## src/sond_pkg.sv

```systemverilog
// Package for the serial-order node dynamics core: payload types, constants
// and register indexes. No dependencies.
package sond_pkg;

    localparam int unsigned POSITIONS_DEF = 4;
    localparam int unsigned CFG_REGS = 8;
    localparam int unsigned CFG_IDX_W = 3;
    localparam int unsigned CFG_DATA_W = 24;
    localparam int unsigned ACT_W = 24;
    localparam int unsigned OUT_W = 17;

    localparam logic signed [ACT_W-1:0] MEM_INHIB_W = -24'sd131072;
    localparam logic signed [ACT_W-1:0] ORD_TO_MEM_W = 24'sd458752;
    localparam logic [OUT_W-1:0] HALF_Q16 = 17'd32768;
    localparam logic signed [ACT_W-1:0] ACT_MAX = 24'sh7FFFFF;
    localparam logic signed [ACT_W-1:0] ACT_MIN = 24'sh800000;

    typedef enum logic [CFG_IDX_W-1:0] {
        REG_TAU         = 3'd0,
        REG_ORD_REST    = 3'd1,
        REG_ORD_SELF    = 3'd2,
        REG_ORD_INHIB   = 3'd3,
        REG_MEM_TO_NEXT = 3'd4,
        REG_MEM_TO_SAME = 3'd5,
        REG_MEM_REST    = 3'd6,
        REG_MEM_SELF    = 3'd7
    } cfg_idx_t;

    typedef struct packed {
        logic              func;
        logic [19:0]       step_us;
        logic signed [23:0] cos_signal;
    } in_item_t;

    typedef struct packed {
        logic [3:0]         position;
        logic signed [23:0] ordinal_activation;
        logic [16:0]        ordinal_output;
        logic signed [23:0] memory_activation;
        logic [16:0]        memory_output;
        logic               last;
    } out_item_t;

    // weights and levels a cell needs for its update
    typedef struct packed {
        logic signed [23:0] ord_rest;
        logic signed [23:0] ord_self;
        logic signed [23:0] ord_inhib;
        logic signed [23:0] mem_to_next;
        logic signed [23:0] mem_to_same;
        logic signed [23:0] mem_rest;
        logic signed [23:0] mem_self;
    } weights_t;

endpackage

```

## src/sond_cell.sv

```systemverilog
// One position cell: holds an ordinal and a memory activation, rotates them
// to its neighbor on shift. Depends on sond_pkg.
module sond_cell (
    input  logic                      clk,
    input  logic                      rst_n,
    input  logic                      load,
    input  logic                      shift,
    input  logic signed [23:0]        ord_load,
    input  logic signed [23:0]        mem_load,
    input  logic signed [23:0]        ord_in,
    input  logic signed [23:0]        mem_in,
    output logic signed [23:0]        ord_out,
    output logic signed [23:0]        mem_out
);
    import sond_pkg::*;

    logic signed [ACT_W-1:0] ord_reg, mem_reg;

    // reset level, bulk load, or rotate one place along the row
    always_ff @(posedge clk or negedge rst_n)
    begin
        if (!rst_n)
        begin
            ord_reg <= -24'sd327680;
            mem_reg <= -24'sd131072;
        end
        else if (load)
        begin
            ord_reg <= ord_load;
            mem_reg <= mem_load;
        end
        else if (shift)
        begin
            ord_reg <= ord_in;
            mem_reg <= mem_in;
        end
    end

    assign ord_out = ord_reg;
    assign mem_out = mem_reg;
endmodule

```

## config.mk

```make
export PLATFORM = sky130hd
export DESIGN_NAME = sond_cell
export DESIGN_NICKNAME = d
export VERILOG_FILES = /design/src/sond_pkg.sv /design/src/sond_cell.sv
export SDC_FILE = /design/constraint.sdc
export NUM_CORES = 1
export LEC_CHECK = 0
export ABC_AREA = 1
export BUFFER_PORTS_ARGS = -buffer_cell sky130_fd_sc_hd__buf_2
export CORE_MARGIN = 4
export CORE_UTILIZATION = 46
export CTS_BUF_LIST = sky130_fd_sc_hd__clkbuf_4 sky130_fd_sc_hd__clkbuf_8
export DETAILED_ROUTE_END_ITERATION = 7
export GPL_ROUTABILITY_DRIVEN = 1
export PLACE_DENSITY = 0.88
export SYNTH_ARGS = -nofsm -noshare
export SYNTH_HDL_FRONTEND = slang
export SYNTH_SLANG_ARGS = --single-unit
export TNS_END_PERCENT = 5
```

## constraint.sdc

```tcl
create_clock -name clk -period 1.08 [get_ports clk]
set_input_delay 0 -clock clk [delete_from_list [all_inputs] [get_ports clk]]
set_output_delay 0 -clock clk [all_outputs]
set_load 0.05 [all_outputs]
```

==> impl_metrics.csv <==
group,metric,value,unit
global_routing,grt_max_degree,49,
sta,setup_violations,0,
final_layout,instances_no_fill,556,
pwr,power_frac_comb,0.357,
global_routing,grt_pass1_vias,3300,
synthesis,synth_edf_count,0,
synthesis,synth.area.top_cells,"dfrtp_1 (39%), nand3_1 (22%), dfstp_2 (17%)",
critical_path,slowest_stage,"dfstp_2",
pwr,p_clk_frac,0.219,
placement,io_buffers,147,
pwr,share_seq_of_total_power,0.424,
critical_path,cpPeakStageDelay,560,ps
final_layout,drive_above_1_share,0.357,
global_routing,grt_pass1_wl,17.1,mm
sta,relSlewSlack,0.802,
synthesis,synth_common_cells,"nand2_1 (96), nand3_1 (96), dfrtp_1 (34)",
die,io_pins,148,
sta,fin_crit_sh,0.980,
clocking,clk_latency,290,ps
drt,detailedRoute.firstPassIterationCount,5,
pwr,switchingPower,1830,uW
critical_path,worstPathRequired,1080,ps
synthesis,synth-seq-area-share,0.562,
critical_path,startpoint_type,"flip-flop",
die,die_y,76.6,um
clocking,h-tree-depth,2,
sta,clock.fmax,945,MHz
synthesis,syn-num-nets,362,
synthesis,synth.cell_area,2170,um^2
synthesis,synthFlopType,"dfrtp_1",
placement,dpl.hpwl,4.78,mm
placement,gp_congestion,0.802,
synthesis,async_flop_share,1.00,
drt,wirelength,10.9,mm
critical_path,worstPathArrival,1060,ps
clocking,cts.sinks,48,
die,die-area,5870,um^2
critical_path,crit_buf_inv,1,
critical_path,critPathKind,"flip-flop to primary output",
drt,drtIter0Drc,404,
drt,vias_per_cell,5.72,
drt,wl_per_cell,19.6,um
die,core_area,4440,um^2
clocking,clkTransAtPathRegs,90,ps
critical_path,cp_max_fo,2,
sta,fin_worst_hold_slack,165,ps
global_routing,grt_usage,0.371,
synthesis,yosysTopAreaCell,"dfrtp_1",
sta,rsz0062_at_grt,"no",
sta,slew_viol_final,0,
pwr,intPower,3150,uW
clocking,cts_root_buf,"clkbuf_8",
critical_path,path_delay_family,"flip-flops",
global_routing,overflow,0,
sta,hold_viol_final,0,
status,status,"complete, no violations",
sta,period_minus_slack,1060,ps
sta,skew,0,ps
pwr,ir_worst_vdd,0.800,mV
die,die_w,76.6,um
die,num_rows,24,
sta,fin_tns_setup,0,ps
clocking,cts_tree,"done",
critical_path,path_cells,"buf_4",
drt,vias,3181,
synthesis,avgSynthCellArea,8.27,um^2
pwr,swShare,0.368,
die,start_util,0.488,
critical_path,rrSetupSlack,300,ps
synthesis,yosys.area.top_type_share,0.393,
worst_hold_path,hold_class,"input port to flip-flop",
drt,ant_nets,0,
placement,place_inst,449,
final_layout,syn_to_final_growth,87.9,%
synthesis,synth_cells,262,
final_layout,final_core_util,0.916,
critical_path,crit_path_end_kind,"primary output",
sta,worst_pin_slew,297,ps
synthesis,synth_cell_types,10,
clocking,clockBufferDepth,2,
synthesis,synth.yosys.warnings,0,
pwr,power_leakage,0.00208,uW
pwr,power_density,1220,nW/um^2
run,maxCapViolCount,0,
synthesis,ys_ff_latch,48,
clocking,cts_made_buffers,5,
global_routing,antenna_found_initial,1,
drt,drc,0,
final_layout,final_nets,601,
==> cells in the final DEF, fill, tap and decap left out <==
cell type,Yosys,routed
buf_2,11,133
dlygate4sd3_1,0,97
nand2_1,96,96
nand3_1,96,96
dfrtp_1,34,34
buf_4,3,19
dfstp_2,14,14
clkbuf_8,0,5
buf_12,0,3
diode_2,0,2
clkbuf_4,0,2
nor2_4,0,1
inv_2,1,1
clkinv_2,0,1
==> timing repair <==
| item | 4_1_cts | 5_1_grt |
|---|---|---|
| setup buffers | 0 | 0 |
| hold endpoints to repair | 96 | 0 |
| setup endpoints to repair | 14 | 0 |
| hold buffers | 97 | 0 |
| gates resized for setup | 14 | 0 |
==> per-layer routing <==
layer	vias up	track usage	share of wire
li1	1345	-	-
met1	1438	0.424	0.34
met2	311	0.605	0.47
met3	87	0.121	0.12
met4	0	0.217	0.070
met5	-	0	0
==> cell families (layout without fill, tap and decap cells) <==
family | after synthesis | in the layout | share of synthesized area
buf+inv | 21 | 261 | 0.0479
simple gates | 193 | 193 | 0.390
flops | 48 | 48 | 0.562
other cells | 0 | 2 | 0
==> sequential cells by signal (all words and copies together), names as in the netlist <==
name,flops
mem_out,24
ord_out,24
==> worst min-delay path: cells and delay by family <==
kind / cells / cell delay, ps
buffers and inverters: 2 / 280
AND/OR/NAND/NOR: 3 / 180
==> layout make-up <==
type                       count  area, um^2
sequential                    48        1220
inverter                       1        3.75
timing repair buffer         252        1840
clock inverter                 1        5.00
multi-input combinational    193         852
tap                           52        65.1
clock buffer                   7        83.8
antenna                        2        5.00
fill                         168         372
==> power by group through the flow <==
stage | sequential [uW] | combinational (uW) | clock [uW]
finish | 2120 | 1780 | 1090
global route | 2130 | 1860 | 1160
CTS | 2090 | 1690 | 1110
detailed placement | 2120 | 1390 | 0
global placement | 2110 | 1370 | 0
floorplan | 2740 | 283 | 0
==> final timing paths <==
path | from | end | depth (start not counted)
min in group asynchronous | rst_n | ord_out[3] | 3
hold reg to reg | mem_out[4] | mem_out[4] | 2
hold / removal | shift | mem_out[23] | 5
setup / recovery | ord_out[19] | ord_out[19] | 1
max in group asynchronous | rst_n | ord_out[20] | 3
setup reg to reg | ord_out[22] | ord_out[22] | 2
==> per-stage QoR <==
step	power, uW	cell area, um^2	setup WS (ps)
floorplan	3020	2170	206
global placement	3480	2970	322
detailed placement	3510	2970	293
CTS	4890	4070	36.5
global route	5150	4070	3.40
finish	4990	4070	21.8
Power figures use the tool's default switching activity.
