$ cat config.mk
export PLATFORM = sky130hd
export DESIGN_NAME = sond_div
export DESIGN_NICKNAME = d
export VERILOG_FILES = /design/src/sond_pkg.sv /design/src/sond_div.sv
export SDC_FILE = /design/constraint.sdc
export NUM_CORES = 1
export LEC_CHECK = 0
export BUFFER_PORTS_ARGS = -buffer_cell sky130_fd_sc_hd__buf_4
export CORE_ASPECT_RATIO = 1.25
export CORE_MARGIN = 4
export CORE_UTILIZATION = 62
export DETAILED_ROUTE_END_ITERATION = 6
export GPL_TIMING_DRIVEN = 0
export PLACE_DENSITY = 0.84
export SETUP_SLACK_MARGIN = 0.02
export SLEW_MARGIN = 20
export SYNTH_ARGS = -nofsm -noshare
export SYNTH_HDL_FRONTEND = slang
export SYNTH_SLANG_ARGS = --single-unit
$ cat constraint.sdc
create_clock -name clk -period 6.2 [get_ports clk]
set_input_delay 0.31 -clock clk [delete_from_list [all_inputs] [get_ports clk]]
set_output_delay 0.31 -clock clk [all_outputs]
set_load 0.01 [all_outputs]
$ cat src/sond_pkg.sv
// Package for the serial-order node dynamics core: payload types, constants
// and register indexes. No dependencies.
package sond_pkg;

    localparam int unsigned POSITIONS_DEF = 4;
    localparam int unsigned CFG_REGS = 8;
    localparam int unsigned CFG_IDX_W = 3;
    localparam int unsigned CFG_DATA_W = 24;
    localparam int unsigned ACT_W = 24;
    localparam int unsigned OUT_W = 17;

    localparam logic signed [ACT_W-1:0] MEM_INHIB_W = -24'sd131072;
    localparam logic signed [ACT_W-1:0] ORD_TO_MEM_W = 24'sd458752;
    localparam logic [OUT_W-1:0] HALF_Q16 = 17'd32768;
    localparam logic signed [ACT_W-1:0] ACT_MAX = 24'sh7FFFFF;
    localparam logic signed [ACT_W-1:0] ACT_MIN = 24'sh800000;

    typedef enum logic [CFG_IDX_W-1:0] {
        REG_TAU         = 3'd0,
        REG_ORD_REST    = 3'd1,
        REG_ORD_SELF    = 3'd2,
        REG_ORD_INHIB   = 3'd3,
        REG_MEM_TO_NEXT = 3'd4,
        REG_MEM_TO_SAME = 3'd5,
        REG_MEM_REST    = 3'd6,
        REG_MEM_SELF    = 3'd7
    } cfg_idx_t;

    typedef struct packed {
        logic              func;
        logic [19:0]       step_us;
        logic signed [23:0] cos_signal;
    } in_item_t;

    typedef struct packed {
        logic [3:0]         position;
        logic signed [23:0] ordinal_activation;
        logic [16:0]        ordinal_output;
        logic signed [23:0] memory_activation;
        logic [16:0]        memory_output;
        logic               last;
    } out_item_t;

    // weights and levels a cell needs for its update
    typedef struct packed {
        logic signed [23:0] ord_rest;
        logic signed [23:0] ord_self;
        logic signed [23:0] ord_inhib;
        logic signed [23:0] mem_to_next;
        logic signed [23:0] mem_to_same;
        logic signed [23:0] mem_rest;
        logic signed [23:0] mem_self;
    } weights_t;

endpackage

$ cat src/sond_div.sv
// Radix-2 restoring divider for unsigned magnitudes, one quotient bit a
// cycle. Depends on sond_pkg.
module sond_div #(
    parameter int unsigned NW = 48,
    parameter int unsigned DW = 48
) (
    input  logic          clk,
    input  logic          rst_n,
    input  logic          start,
    input  logic [NW-1:0] num,
    input  logic [DW-1:0] den,
    output logic          done,
    output logic [NW-1:0] quo
);
    import sond_pkg::*;

    localparam int unsigned CW = $clog2(NW + 1);

    logic [NW-1:0] q_reg;
    logic [DW:0]   r_reg;
    logic [DW-1:0] d_reg;
    logic [CW-1:0] cnt_reg;
    logic          busy_reg;
    logic          done_reg;
    logic [DW:0]   trial;

    assign trial = {r_reg[DW-1:0], q_reg[NW-1]};

    // shift one numerator bit into the remainder each cycle; done follows
    // the final step so the quotient is complete when it is high
    always_ff @(posedge clk or negedge rst_n)
    begin
        if (!rst_n)
        begin
            busy_reg <= 1'b0;
            cnt_reg  <= '0;
            done_reg <= 1'b0;
        end
        else
        begin
            done_reg <= !start && busy_reg && (cnt_reg == CW'(1));
            if (start)
            begin
                busy_reg <= 1'b1;
                cnt_reg  <= CW'(NW);
            end
            else if (busy_reg)
            begin
                cnt_reg <= cnt_reg - 1'b1;
                if (cnt_reg == CW'(1))
                    busy_reg <= 1'b0;
            end
        end
    end

    always_ff @(posedge clk)
    begin
        if (start)
        begin
            q_reg <= num;
            r_reg <= '0;
            d_reg <= den;
        end
        else if (busy_reg)
        begin
            if (trial >= {1'b0, d_reg})
            begin
                r_reg <= trial - {1'b0, d_reg};
                q_reg <= {q_reg[NW-2:0], 1'b1};
            end
            else
            begin
                r_reg <= trial;
                q_reg <= {q_reg[NW-2:0], 1'b0};
            end
        end
    end

    assign done = done_reg;
    assign quo  = q_reg;
endmodule

==> qor.yml, run 1 <==
clock_network:
  worstSkewPairLatency_ns: 0.44
  cts_max_level: 4
  cts_root_buf: "clkbuf_16"
  clock_path_buffers: 2
  clk_pin_slew_ns: 0.07
  cts_buffers: 17
  clock_sinks: 152
  cts_tree: "yes"
layout:
  fill_cells: 991
  area_growth_pct: 20.8
  drive_gt1_frac: 0.288
  layout_common_cells: "buf_4, nor2_1, edfxtp_1, inv_1, a21oi_1"
  nets: 1230
  n_antenna_cell: 0
  layout.cells.most_common: "buf_4"
sta:
  holdWs_ns: 0.0411
  setup_violations: 0
  skew_ns: 0.00803
  timing_worst_slew_pin_value_ns: 0.773
  max_freq_mhz: 277
  max-slew-margin-rel: 0.485
  drv_slew: 0
  finalCritPeriodShare: 0.583
  rsz0062_at_grt: "no"
  fin_tns_setup_ns: 0
  setup_ws_ns: 2.59
  hold_viol: 0
  period_minus_slack_ns: 3.61
power_and_ir_drop:
  seq_power_share: 0.299
  power_switching_w: 0.00199
  switching_share: 0.405
  vdd_ir_drop_max_v: 0.000226
  combPwrFrac: 0.488
  power-per-cell-area_mw_per_mm2: 435
  p_int_w: 0.00292
  p_leak_nw: 5.03
  clkPwrFrac: 0.213
placed_design:
  port_buffers: 147
  dp_hpwl_um: 18100
  post-place-ws_ns: 2.69
  place.gp.congestion: 0.922
floorplanning:
  io_pins: 148
  fp.dieH_um: 145
  dieArea_sq_mm: 0.0171
  rows: 49
  start_util: 0.639
  die_w_um: 118
  coreArea_sq_mm: 0.0146
yosys:
  synth.cell_area_sq_mm: 0.00933
  synth-edff-count: 96
  avgSynthCellArea_sq_um: 10.2
  synth_fp_nets: 1062
  synth-async-reset-ratio: 0.0526
  ys.flop_type: "edfxtp_1"
  ys_seq_area_frac: 0.433
  yosysUniqueCellTypes: 71
  syn_inst: 912
  ys_ff_latch: 152
  yosysWarnings: 0
drt:
  vias: 7711
  routed_wl_um: 24600
  wl_per_cell_um: 19.4
  via_per_inst: 6.07
  first_pass_iters: 5
  drc_errors: 0
  antenna_left: 0
  drt_iter0_markers: 560
global_route:
  grt_pass1_wl_um: 39500
  grt_overflow: 0
  grt_max_degree: 50
  antenna_found_initial: 0
  grt_pass1_vias: 7875
  grt_usage: 0.287
worst_setup_path:
  cp_top_family: "compound AO/OA/AOI/OAI gates"
  reg2reg_to: "r_reg[46]"
  path_cells: "inv_1 -> ha_1 -> fa_1 -> nand2b_1 -> a21o_1 -> a21boi_0 -> a2111o_1 -> nand2_1 -> o31a_1 -> o211ai_2 -> a41oi_1 -> xor2_1 -> a21oi_1"
  crit_type: "register to register"
  cp_slowest_cell: "edfxtp_1"
  worstPathArrival_ns: 3.98
  cp.required_ns: 6.57
  reg2regPathDepth: 13
  critical-path-max-stage-delay_ns: 0.44
  rr_startpoint: "quo[47]"
  worstPathMaxFanout: 4
  setup.worst_path.end_class: "register"
  startpoint_type: "register"
  r2r_setup_slack_ns: 2.59
  critPathBufInv: 1
hold_path:
  hold_path_depth: 1
  min_to: "d_reg[40]"
  hold_class: "input pin to register"
  worstHoldStart: "den[40]"
job:
  max-cap-violations: 0
outcome:
  status: "finished clean"
power by group through the flow:
stage                     logic (W)  clock network, W  registers (W)
after floorplan             0.00179                 0        0.00145
after global placement      0.00230                 0        0.00147
after detailed placement    0.00235                 0        0.00148
after CTS                   0.00237           0.00105        0.00146
after global routing        0.00261           0.00111        0.00149
final                       0.00239           0.00104        0.00147
logic make-up (layout without fill, tap and decap cells):
kind of cell               count (synthesis)  after routing  share of synthesized area
AOI/OAI and AO/OA                        258            258                      0.209
xor gates and xnor gates                  43             43                     0.0404
adders and majority gates                 51             51                     0.0692
buffers and inverters                    116            297                     0.0586
DFF                                      152            152                      0.433
muxes                                     65             65                     0.0764
and+or+nand+nor                          227            227                      0.113
synth_stat cells, drive strengths merged (3+ instances only):
cell type | instances | share of area
a31oi | 10 | 0.0099
o21bai | 8 | 0.0064
a21boi | 3 | 0.0024
o21ai | 38 | 0.021
o31a | 3 | 0.0028
nor2 | 100 | 0.041
nand2b | 9 | 0.0060
inv | 65 | 0.026
nor3 | 12 | 0.0064
a41o | 3 | 0.0032
mux2 | 50 | 0.060
xnor2 | 20 | 0.019
xor2 | 23 | 0.022
buf | 22 | 0.021
nand2 | 48 | 0.020
o22ai | 3 | 0.0020
o21a | 9 | 0.0072
dfrtp | 8 | 0.021
nor4 | 3 | 0.0020
nor2b | 9 | 0.0060
and4 | 4 | 0.0038
or3 | 4 | 0.0027
a211oi | 39 | 0.043
and3 | 5 | 0.0034
mux2i | 15 | 0.016
clkbuf | 29 | 0.012
ha | 50 | 0.067
a21oi | 87 | 0.056
nand3 | 11 | 0.0059
dfxtp | 48 | 0.10
a21o | 28 | 0.023
and2 | 5 | 0.0034
o211ai | 5 | 0.0046
edfxtp | 96 | 0.31
nand4 | 11 | 0.0074
worst max-delay path by stage:
stage | slack [ns] | end | from | cells after the start
after detailed placement | 2.69 | r_reg[46] | quo[47] | 13
final | 2.59 | r_reg[46] | quo[47] | 13
after floorplan | 3.25 | r_reg[11] | r_reg[5] | 13
after global routing | 2.52 | r_reg[42] | quo[47] | 13
after global placement | 2.53 | quo[33] | start | 5
after CTS | 2.65 | r_reg[46] | quo[47] | 13
timing repair:
item,in CTS,in global routing
hold endpoints to repair,8,0
hold buffers,1,0
resized for setup,0,0
setup buffers,0,0
layer usage:
layer | up-vias | part of all wire | track usage
met5 | - | 0 | 0
met4 | 0 | 0.042 | 0.134
met3 | 83 | 0.067 | 0.0806
met2 | 303 | 0.51 | 0.499
met1 | 3667 | 0.38 | 0.328
li1 | 3658 | - | -
cell type report:
| class | instances | area (sq um) | share of cell area |
|---|---|---|---|
| multi-input combinational | 644 | 4740 | 0.421 |
| inverter | 65 | 244 | 0.0217 |
| timing repair buffer | 149 | 1130 | 0.101 |
| clock buffer | 17 | 425 | 0.0378 |
| buffer | 51 | 303 | 0.0269 |
| sequential | 152 | 4040 | 0.359 |
| tap | 178 | 223 | 0.0198 |
| clock inverter | 15 | 156 | 0.0139 |
metrics by stage:
| stage | instances | total power (W) | cell area (sq um) | util |
|---|---|---|---|---|
| 6_report | 1271 | 0.00490 | 11300 | 0.772 |
| 5_1_grt | 1271 | 0.00520 | 11300 | 0.772 |
| 4_1_cts | 1271 | 0.00488 | 11300 | 0.772 |
| 3_5_place_dp | 1238 | 0.00383 | 10700 | 0.732 |
| 3_3_place_gp | 1237 | 0.00378 | 10700 | 0.730 |
| 2_1_floorplan | 912 | 0.00325 | 9330 | - |
worst reg2reg max path, stage by stage, from the launching register on:
cell	delay, ns
edfxtp_1	0.44
inv_1	0.07
ha_1	0.23
fa_1	0.40
nand2b_1	0.19
a21o_1	0.20
a21boi_0	0.44
a2111o_1	0.28
nand2_1	0.13
o31a_1	0.41
o211ai_2	0.30
a41oi_1	0.17
xor2_1	0.16
a21oi_1	0.13
No activity file was read; power rests on OpenSTA's default activity.
==> inputs of run 2 (changes only) <==
--- a/config.mk
+++ b/config.mk
@@ -8,10 +8,10 @@
 export BUFFER_PORTS_ARGS = -buffer_cell sky130_fd_sc_hd__buf_4
 export CORE_ASPECT_RATIO = 1.25
 export CORE_MARGIN = 4
-export CORE_UTILIZATION = 62
+export CORE_UTILIZATION = 58
 export DETAILED_ROUTE_END_ITERATION = 6
 export GPL_TIMING_DRIVEN = 0
-export PLACE_DENSITY = 0.84
+export PLACE_DENSITY = 0.79
 export SETUP_SLACK_MARGIN = 0.02
 export SLEW_MARGIN = 20
 export SYNTH_ARGS = -nofsm -noshare
==> constraint.sdc (replaced) <==
create_clock -name clk -period 3.49 [get_ports clk]
set_input_delay 0.1745 -clock clk [delete_from_list [all_inputs] [get_ports clk]]
set_output_delay 0.1745 -clock clk [all_outputs]
set_load 0.01 [all_outputs]
==> qor.yml, run 2 (synthesis gave the netlist of run 1 again) <==
drt:
  antenna_left: 0  # unchanged
  wl_per_cell_um: 18.0  # -6.9%
  drc_errors: 0  # unchanged
  via_per_inst: 5.76  # -5.0%
  first_pass_iters: 5  # unchanged
  drt_iter0_markers: 550  # -1.8%
  routed_wl_um: 24400  # -0.88%
  vias: 7798  # +1.1%
worst_setup_path:
  reg2reg_to: "r_reg[46]"
  crit_type: "register to register"
  r2r_setup_slack_ns: 0.16  # -2.43 ns
  rr_startpoint: "quo[47]"
  cp.required_ns: 3.85  # -2.72 ns
  critPathLaunch: "quo[47]"
  startpoint_type: "register"
  worstPathMaxFanout: 4  # unchanged
  setup.worst_path.end_class: "register"
  reg2regPathDepth: 13  # unchanged
  endpoint: "r_reg[46]"
  worstPathArrival_ns: 3.70  # -0.28 ns
layout:
  fill_cells: 1104  # +11%
  nets: 1278  # +3.9%
  n_antenna_cell: 0  # unchanged
  layout_common_cells: "buf_4, nor2_1, edfxtp_1, inv_1, a21oi_1"
  drive_gt1_frac: 0.278  # -0.0104
  final_area_sq_mm: 0.0118  # +4.7%
  area_growth_pct: 26.5
  layout.cells.most_common: "buf_4"
floorplanning:
  start_util: 0.594  # -0.0450
  coreArea_sq_mm: 0.0157  # +7.6%
  dieArea_sq_mm: 0.0182  # +6.5%
  rows: 51  # +4.1%
  fp.dieH_um: 150  # +3.2%
  io_pins: 148  # unchanged
  die_w_um: 121  # +3.2%
sta:
  skew_ns: 0.0120  # +0.00400 ns
  hold_viol: 0  # unchanged
  rsz0062_at_grt: "no"
  finalCritPeriodShare: 0.956  # +0.373
  timing_worst_slew_pin_value_ns: 0.812  # +0.0387 ns
  period_minus_slack_ns: 3.33  # -0.278 ns
  drv_slew: 0  # unchanged
  setup_violations: 0  # unchanged
  max-slew-margin-rel: 0.459  # -0.0258
  max_freq_mhz: 300  # +8.3%
placed_design:
  placed_area_sq_mm: 0.0107  # +0.40%
  port_buffers: 147  # unchanged
  place.gp.congestion: 0.942  # +2.1%
  dp_hpwl_um: 17700  # -2.3%
hold_path:
  hold_class: "input pin to register"
  hold_path_depth: 2  # +1
power_and_ir_drop:
  finalPower_w: 0.00872  # +78%
  vdd_ir_drop_max_v: 0.000409  # +81%
  power-per-cell-area_mw_per_mm2: 739  # +70%
  p_leak_nw: 5.23  # +3.9%
job:
  max-cap-violations: 0  # unchanged
global_route:
  grt_max_degree: 50  # unchanged
  grt_pass1_vias: 7892  # +0.22%
  grt_usage: 0.275  # -0.0128
  grt_pass1_wl_um: 39200  # -0.82%
  grt_overflow: 0  # unchanged
  antenna_found_initial: 0  # unchanged
clock_network:
  clk_pin_slew_ns: 0.07  # about the same
  cts_setup_buffers: 0  # unchanged
  clock_sinks: 152  # unchanged
  cts_root_buf: "clkbuf_16"
  worstSkewPairLatency_ns: 0.43  # about the same
  cts_tree: "yes"
  cts_buffers: 17  # unchanged
  cts_max_level: 4  # unchanged
  clock_path_buffers: 2  # unchanged
outcome:
  status: "finished clean"
run 2: changes by cell type in the layout (fill, tap and decap cells not counted), moves of 2 or more:
cell           previous run  this run
inv_8                     6         3
inv_6                     4         7
clkinv_2                  3         1
dlygate4sd3_1             1        49
run 2: worst max-delay path, stage by stage, from the launching register on:
cell      delay (ns)
edfxtp_1        0.43
inv_1           0.07
ha_1            0.23
fa_1            0.39
nand2b_1        0.18
a21o_1          0.21
a21boi_2        0.24
a2111o_1        0.23
nand2_1         0.13
o31a_1          0.40
o211ai_2        0.27
a41oi_1         0.17
xor2_1          0.17
a21oi_1         0.14
run 2: worst min-delay path by stage:
stage            start         end
6_report       num[28]     quo[28]
5_1_grt        num[11]     quo[11]
3_5_place_dp     rst_n  cnt_reg[4]
2_1_floorplan    rst_n    busy_reg
3_3_place_gp     rst_n        done
4_1_cts         num[8]      quo[8]
run 2: timing repair:
item / CTS / global route
hold buffers: 49 / 0
hold endpoints to repair: 56 / 0
endpoints found under the setup margin: 3 / 7
gates resized for setup: 1 / 4
cloned: 0 / 0
run 2: where the power goes:
| part | switching (W) | leakage, nW | internal (W) |
|---|---|---|---|
| combinational | 0.00236 | 3.48 | 0.00191 |
| sequential | 0.000307 | 1.46 | 0.00230 |
| clock | 0.000831 | 0.287 | 0.00101 |
| total | 0.00350 | 5.23 | 0.00522 |
run 2: per-layer routing:
layer,vias to the layer above,GRT usage,part of all wire
li1,3754,-,-
met1,3686,0.313,0.39
met2,294,0.503,0.52
met3,64,0.0612,0.061
met4,0,0.0953,0.032
met5,-,0,0
run 2: stage by stage:
| stage | hold WS [ns] | TNS [ns] | utilization | instances | setup slack (ns) |
|---|---|---|---|---|---|
| after global routing | 0.0355 | 0 | 0.752 | 1353 | 0.0315 |
| after detailed placement | -0.000610 | -0.0466 | 0.683 | 1272 | -0.0323 |
| final | 0.0384 | 0 | 0.752 | 1353 | 0.155 |
| after CTS | 0.0339 | 0 | 0.751 | 1353 | 0.100 |
| after floorplan | -0.121 | 0 | - | 912 | 0.539 |
| after global placement | -0.000331 | -5.08 | 0.681 | 1271 | -0.107 |
run 2: final cells by class:
class / count / area, sq um / share of cell area
plain buffers: 51 / 303 / 0.0257
repair buffers: 197 / 1610 / 0.137
multi-input cells: 644 / 4750 / 0.403
clock buffers: 17 / 425 / 0.0361
flip-flops and latches: 152 / 4040 / 0.343
clock inverters: 15 / 151 / 0.0128
inverters: 65 / 244 / 0.0207
well taps: 212 / 265 / 0.0225
==> inputs of run 3 (changes only) <==
--- a/config.mk
+++ b/config.mk
@@ -5,11 +5,11 @@
 export SDC_FILE = /design/constraint.sdc
 export NUM_CORES = 1
 export LEC_CHECK = 0
-export BUFFER_PORTS_ARGS = -buffer_cell sky130_fd_sc_hd__buf_4
 export CORE_ASPECT_RATIO = 1.25
 export CORE_MARGIN = 4
-export CORE_UTILIZATION = 58
+export CORE_UTILIZATION = 65
 export DETAILED_ROUTE_END_ITERATION = 6
+export DONT_BUFFER_PORTS = 1
 export GPL_TIMING_DRIVEN = 0
 export PLACE_DENSITY = 0.79
 export SETUP_SLACK_MARGIN = 0.02
==> qor.yml, run 3 (synthesis gave the netlist of run 1 again) <==
layout:
  n_antenna_cell: 0  # unchanged
  layout_common_cells: "nor2_1, dlygate4sd3_1, edfxtp_1, inv_1, a21oi_1"
  area_growth_pct: 20.5
  drive_gt1_frac: 0.172  # -0.106
  layout.cells.most_common: "nor2_1"
  nets: 1185  # -7.3%
sta:
  period_minus_slack_ns: 3.34  # +0.00161 ns
  hold_viol: 0  # unchanged
  fin_tns_setup_ns: 0  # unchanged
  setup_violations: 0  # unchanged
  max-slew-margin-rel: 0.441  # -0.0183
  skew_ns: 0.0149  # +0.00288 ns
  rsz0062_at_grt: "no"
  max_freq_mhz: 300  # about the same
  finalCritPeriodShare: 0.956  # about the same
  timing_worst_slew_pin_value_ns: 0.839  # +0.0275 ns
  setup_ws_ns: 0.154  # -0.00161 ns
  drv_slew: 0  # unchanged
clock_network:
  cts_max_level: 4  # unchanged
  cts_root_buf: "clkbuf_16"
  clock_path_buffers: 2  # unchanged
  worstSkewPairLatency_ns: 0.44  # about the same
  cts_buffers: 17  # unchanged
  clk_pin_slew_ns: 0.08  # about the same
  clock_sinks: 152  # unchanged
  cts_tree: "yes"
drt:
  antenna_left: 0  # unchanged
  via_per_inst: 6.37  # +11%
  drc_errors: 1  # +1
  routed_wl_um: 26600  # +9.2%
  drt_iter0_markers: 550  # unchanged
  wl_per_cell_um: 21.8  # +21%
  first_pass_iters: 7  # +2
  vias: 7790  # -0.10%
power_and_ir_drop:
  power-per-cell-area_mw_per_mm2: 788  # +6.7%
  finalPower_w: 0.00887  # +1.7%
  vdd_ir_drop_max_v: 0.000459  # +12%
  p_leak_nw: 4.76  # -8.9%
worst_setup_path:
  worstPathMaxFanout: 5  # +1
  cp.required_ns: 3.82  # -0.03 ns
  setup.worst_path.end_class: "register"
  startpoint_type: "register"
  crit_type: "register to register"
  worstPathArrival_ns: 3.66  # -0.04 ns
global_route:
  grt_pass1_wl_um: 42300  # +7.9%
  grt_overflow: 0  # unchanged
  grt_pass1_vias: 8207  # +4.0%
  antenna_found_initial: 0  # unchanged
  grt_max_degree: 49  # -2.0%
  grt_usage: 0.332  # +0.0570
floorplanning:
  rows: 48  # -5.9%
  die_w_um: 115  # -5.2%
  fp.dieH_um: 142  # -5.2%
  start_util: 0.670  # +0.0752
  io_pins: 148  # unchanged
  dieArea_sq_mm: 0.0163  # -10%
  coreArea_sq_mm: 0.0139  # -11%
outcome:
  violations: "DRC"
  status: "complete, but fails checks"
placed_design:
  dp_hpwl_um: 17500  # -0.95%
  post-place-ws_ns: -0.0844  # -0.0521 ns
  port_buffers: 0  # -100%
  place.gp.congestion: 0.951  # +1.0%
hold_path:
  hold_class: "input pin to async pin"
job:
  max-cap-violations: 0  # unchanged
run 3: cell types whose count changed in the layout (fill, tap and decap cells not counted), sizes merged:
cell	delta
inv	-2
clkinvlp	+1
dlygate4sd3	+48
buf	-141
clkinv	+1
run 3: power by group:
part	internal [W]	switching, W
Clock	0.00103	0.000880
Combinational	0.00184	0.00244
Sequential	0.00230	0.000374
Total	0.00517	0.00369
run 3: metrics by stage:
step / instances / hold slack [ns] / cell area, sq um / utilization
2_1_floorplan: 912 / -0.121 / 9330 / -
3_3_place_gp: 1087 / -0.121 / 9550 / 0.685
3_5_place_dp: 1088 / -0.121 / 9580 / 0.687
4_1_cts: 1218 / 0.0880 / 11200 / 0.802
5_1_grt: 1223 / 0.107 / 11200 / 0.807
6_report: 1223 / 0.0917 / 11200 / 0.807
run 3: path summary, 6_finish.rpt:
path	from	end	slack (ns)	cells after the start
setup / recovery	r_reg[4]	r_reg[36]	0.15	11
hold / removal	rst_n	cnt_reg[2]	0.09	1
hold reg to reg	r_reg[47]	r_reg[47]	0.50	2
max in group asynchronous	rst_n	busy_reg	3.10	1
setup reg to reg	r_reg[4]	r_reg[36]	0.15	11
min in group clk	start	d_reg[2]	0.12	1
run 3: metal layers:
metal	global-route usage	vias up	wire, um
met5	0	-	0
met4	0.153	0	1130
met3	0.0740	95	1810
met2	0.602	396	14100
met1	0.364	3735	9540
li1	-	3564	-
run 3: timing repair:
action | in CTS | in global routing
setup endpoints to repair | 4 | 12
endpoints found under the hold margin | 152 | 0
setup buffers | 0 | 5
gates resized for setup | 1 | 10
pin swaps | 0 | 7
hold buffers | 98 | 0
run 3: final cells by class:
type	instances	area [sq um]
inverter	65	244
buffer	51	303
tap	175	219
clock buffer	17	425
multi-input combinational	644	4770
sequential	152	4040
clock inverter	15	180
timing repair buffer	104	1060
fill	821	2690
run 3: worst max-delay path, stage by stage (launching register included):
cell      delay, ns
dfxtp_1        0.35
ha_1           0.38
a21o_1         0.23
a211oi_1       0.39
a21boi_2       0.16
a2111o_1       0.48
a31o_2         0.24
a41o_1         0.27
a21o_1         0.19
xor2_1         0.14
mux2i_1        0.10
a211oi_1       0.29
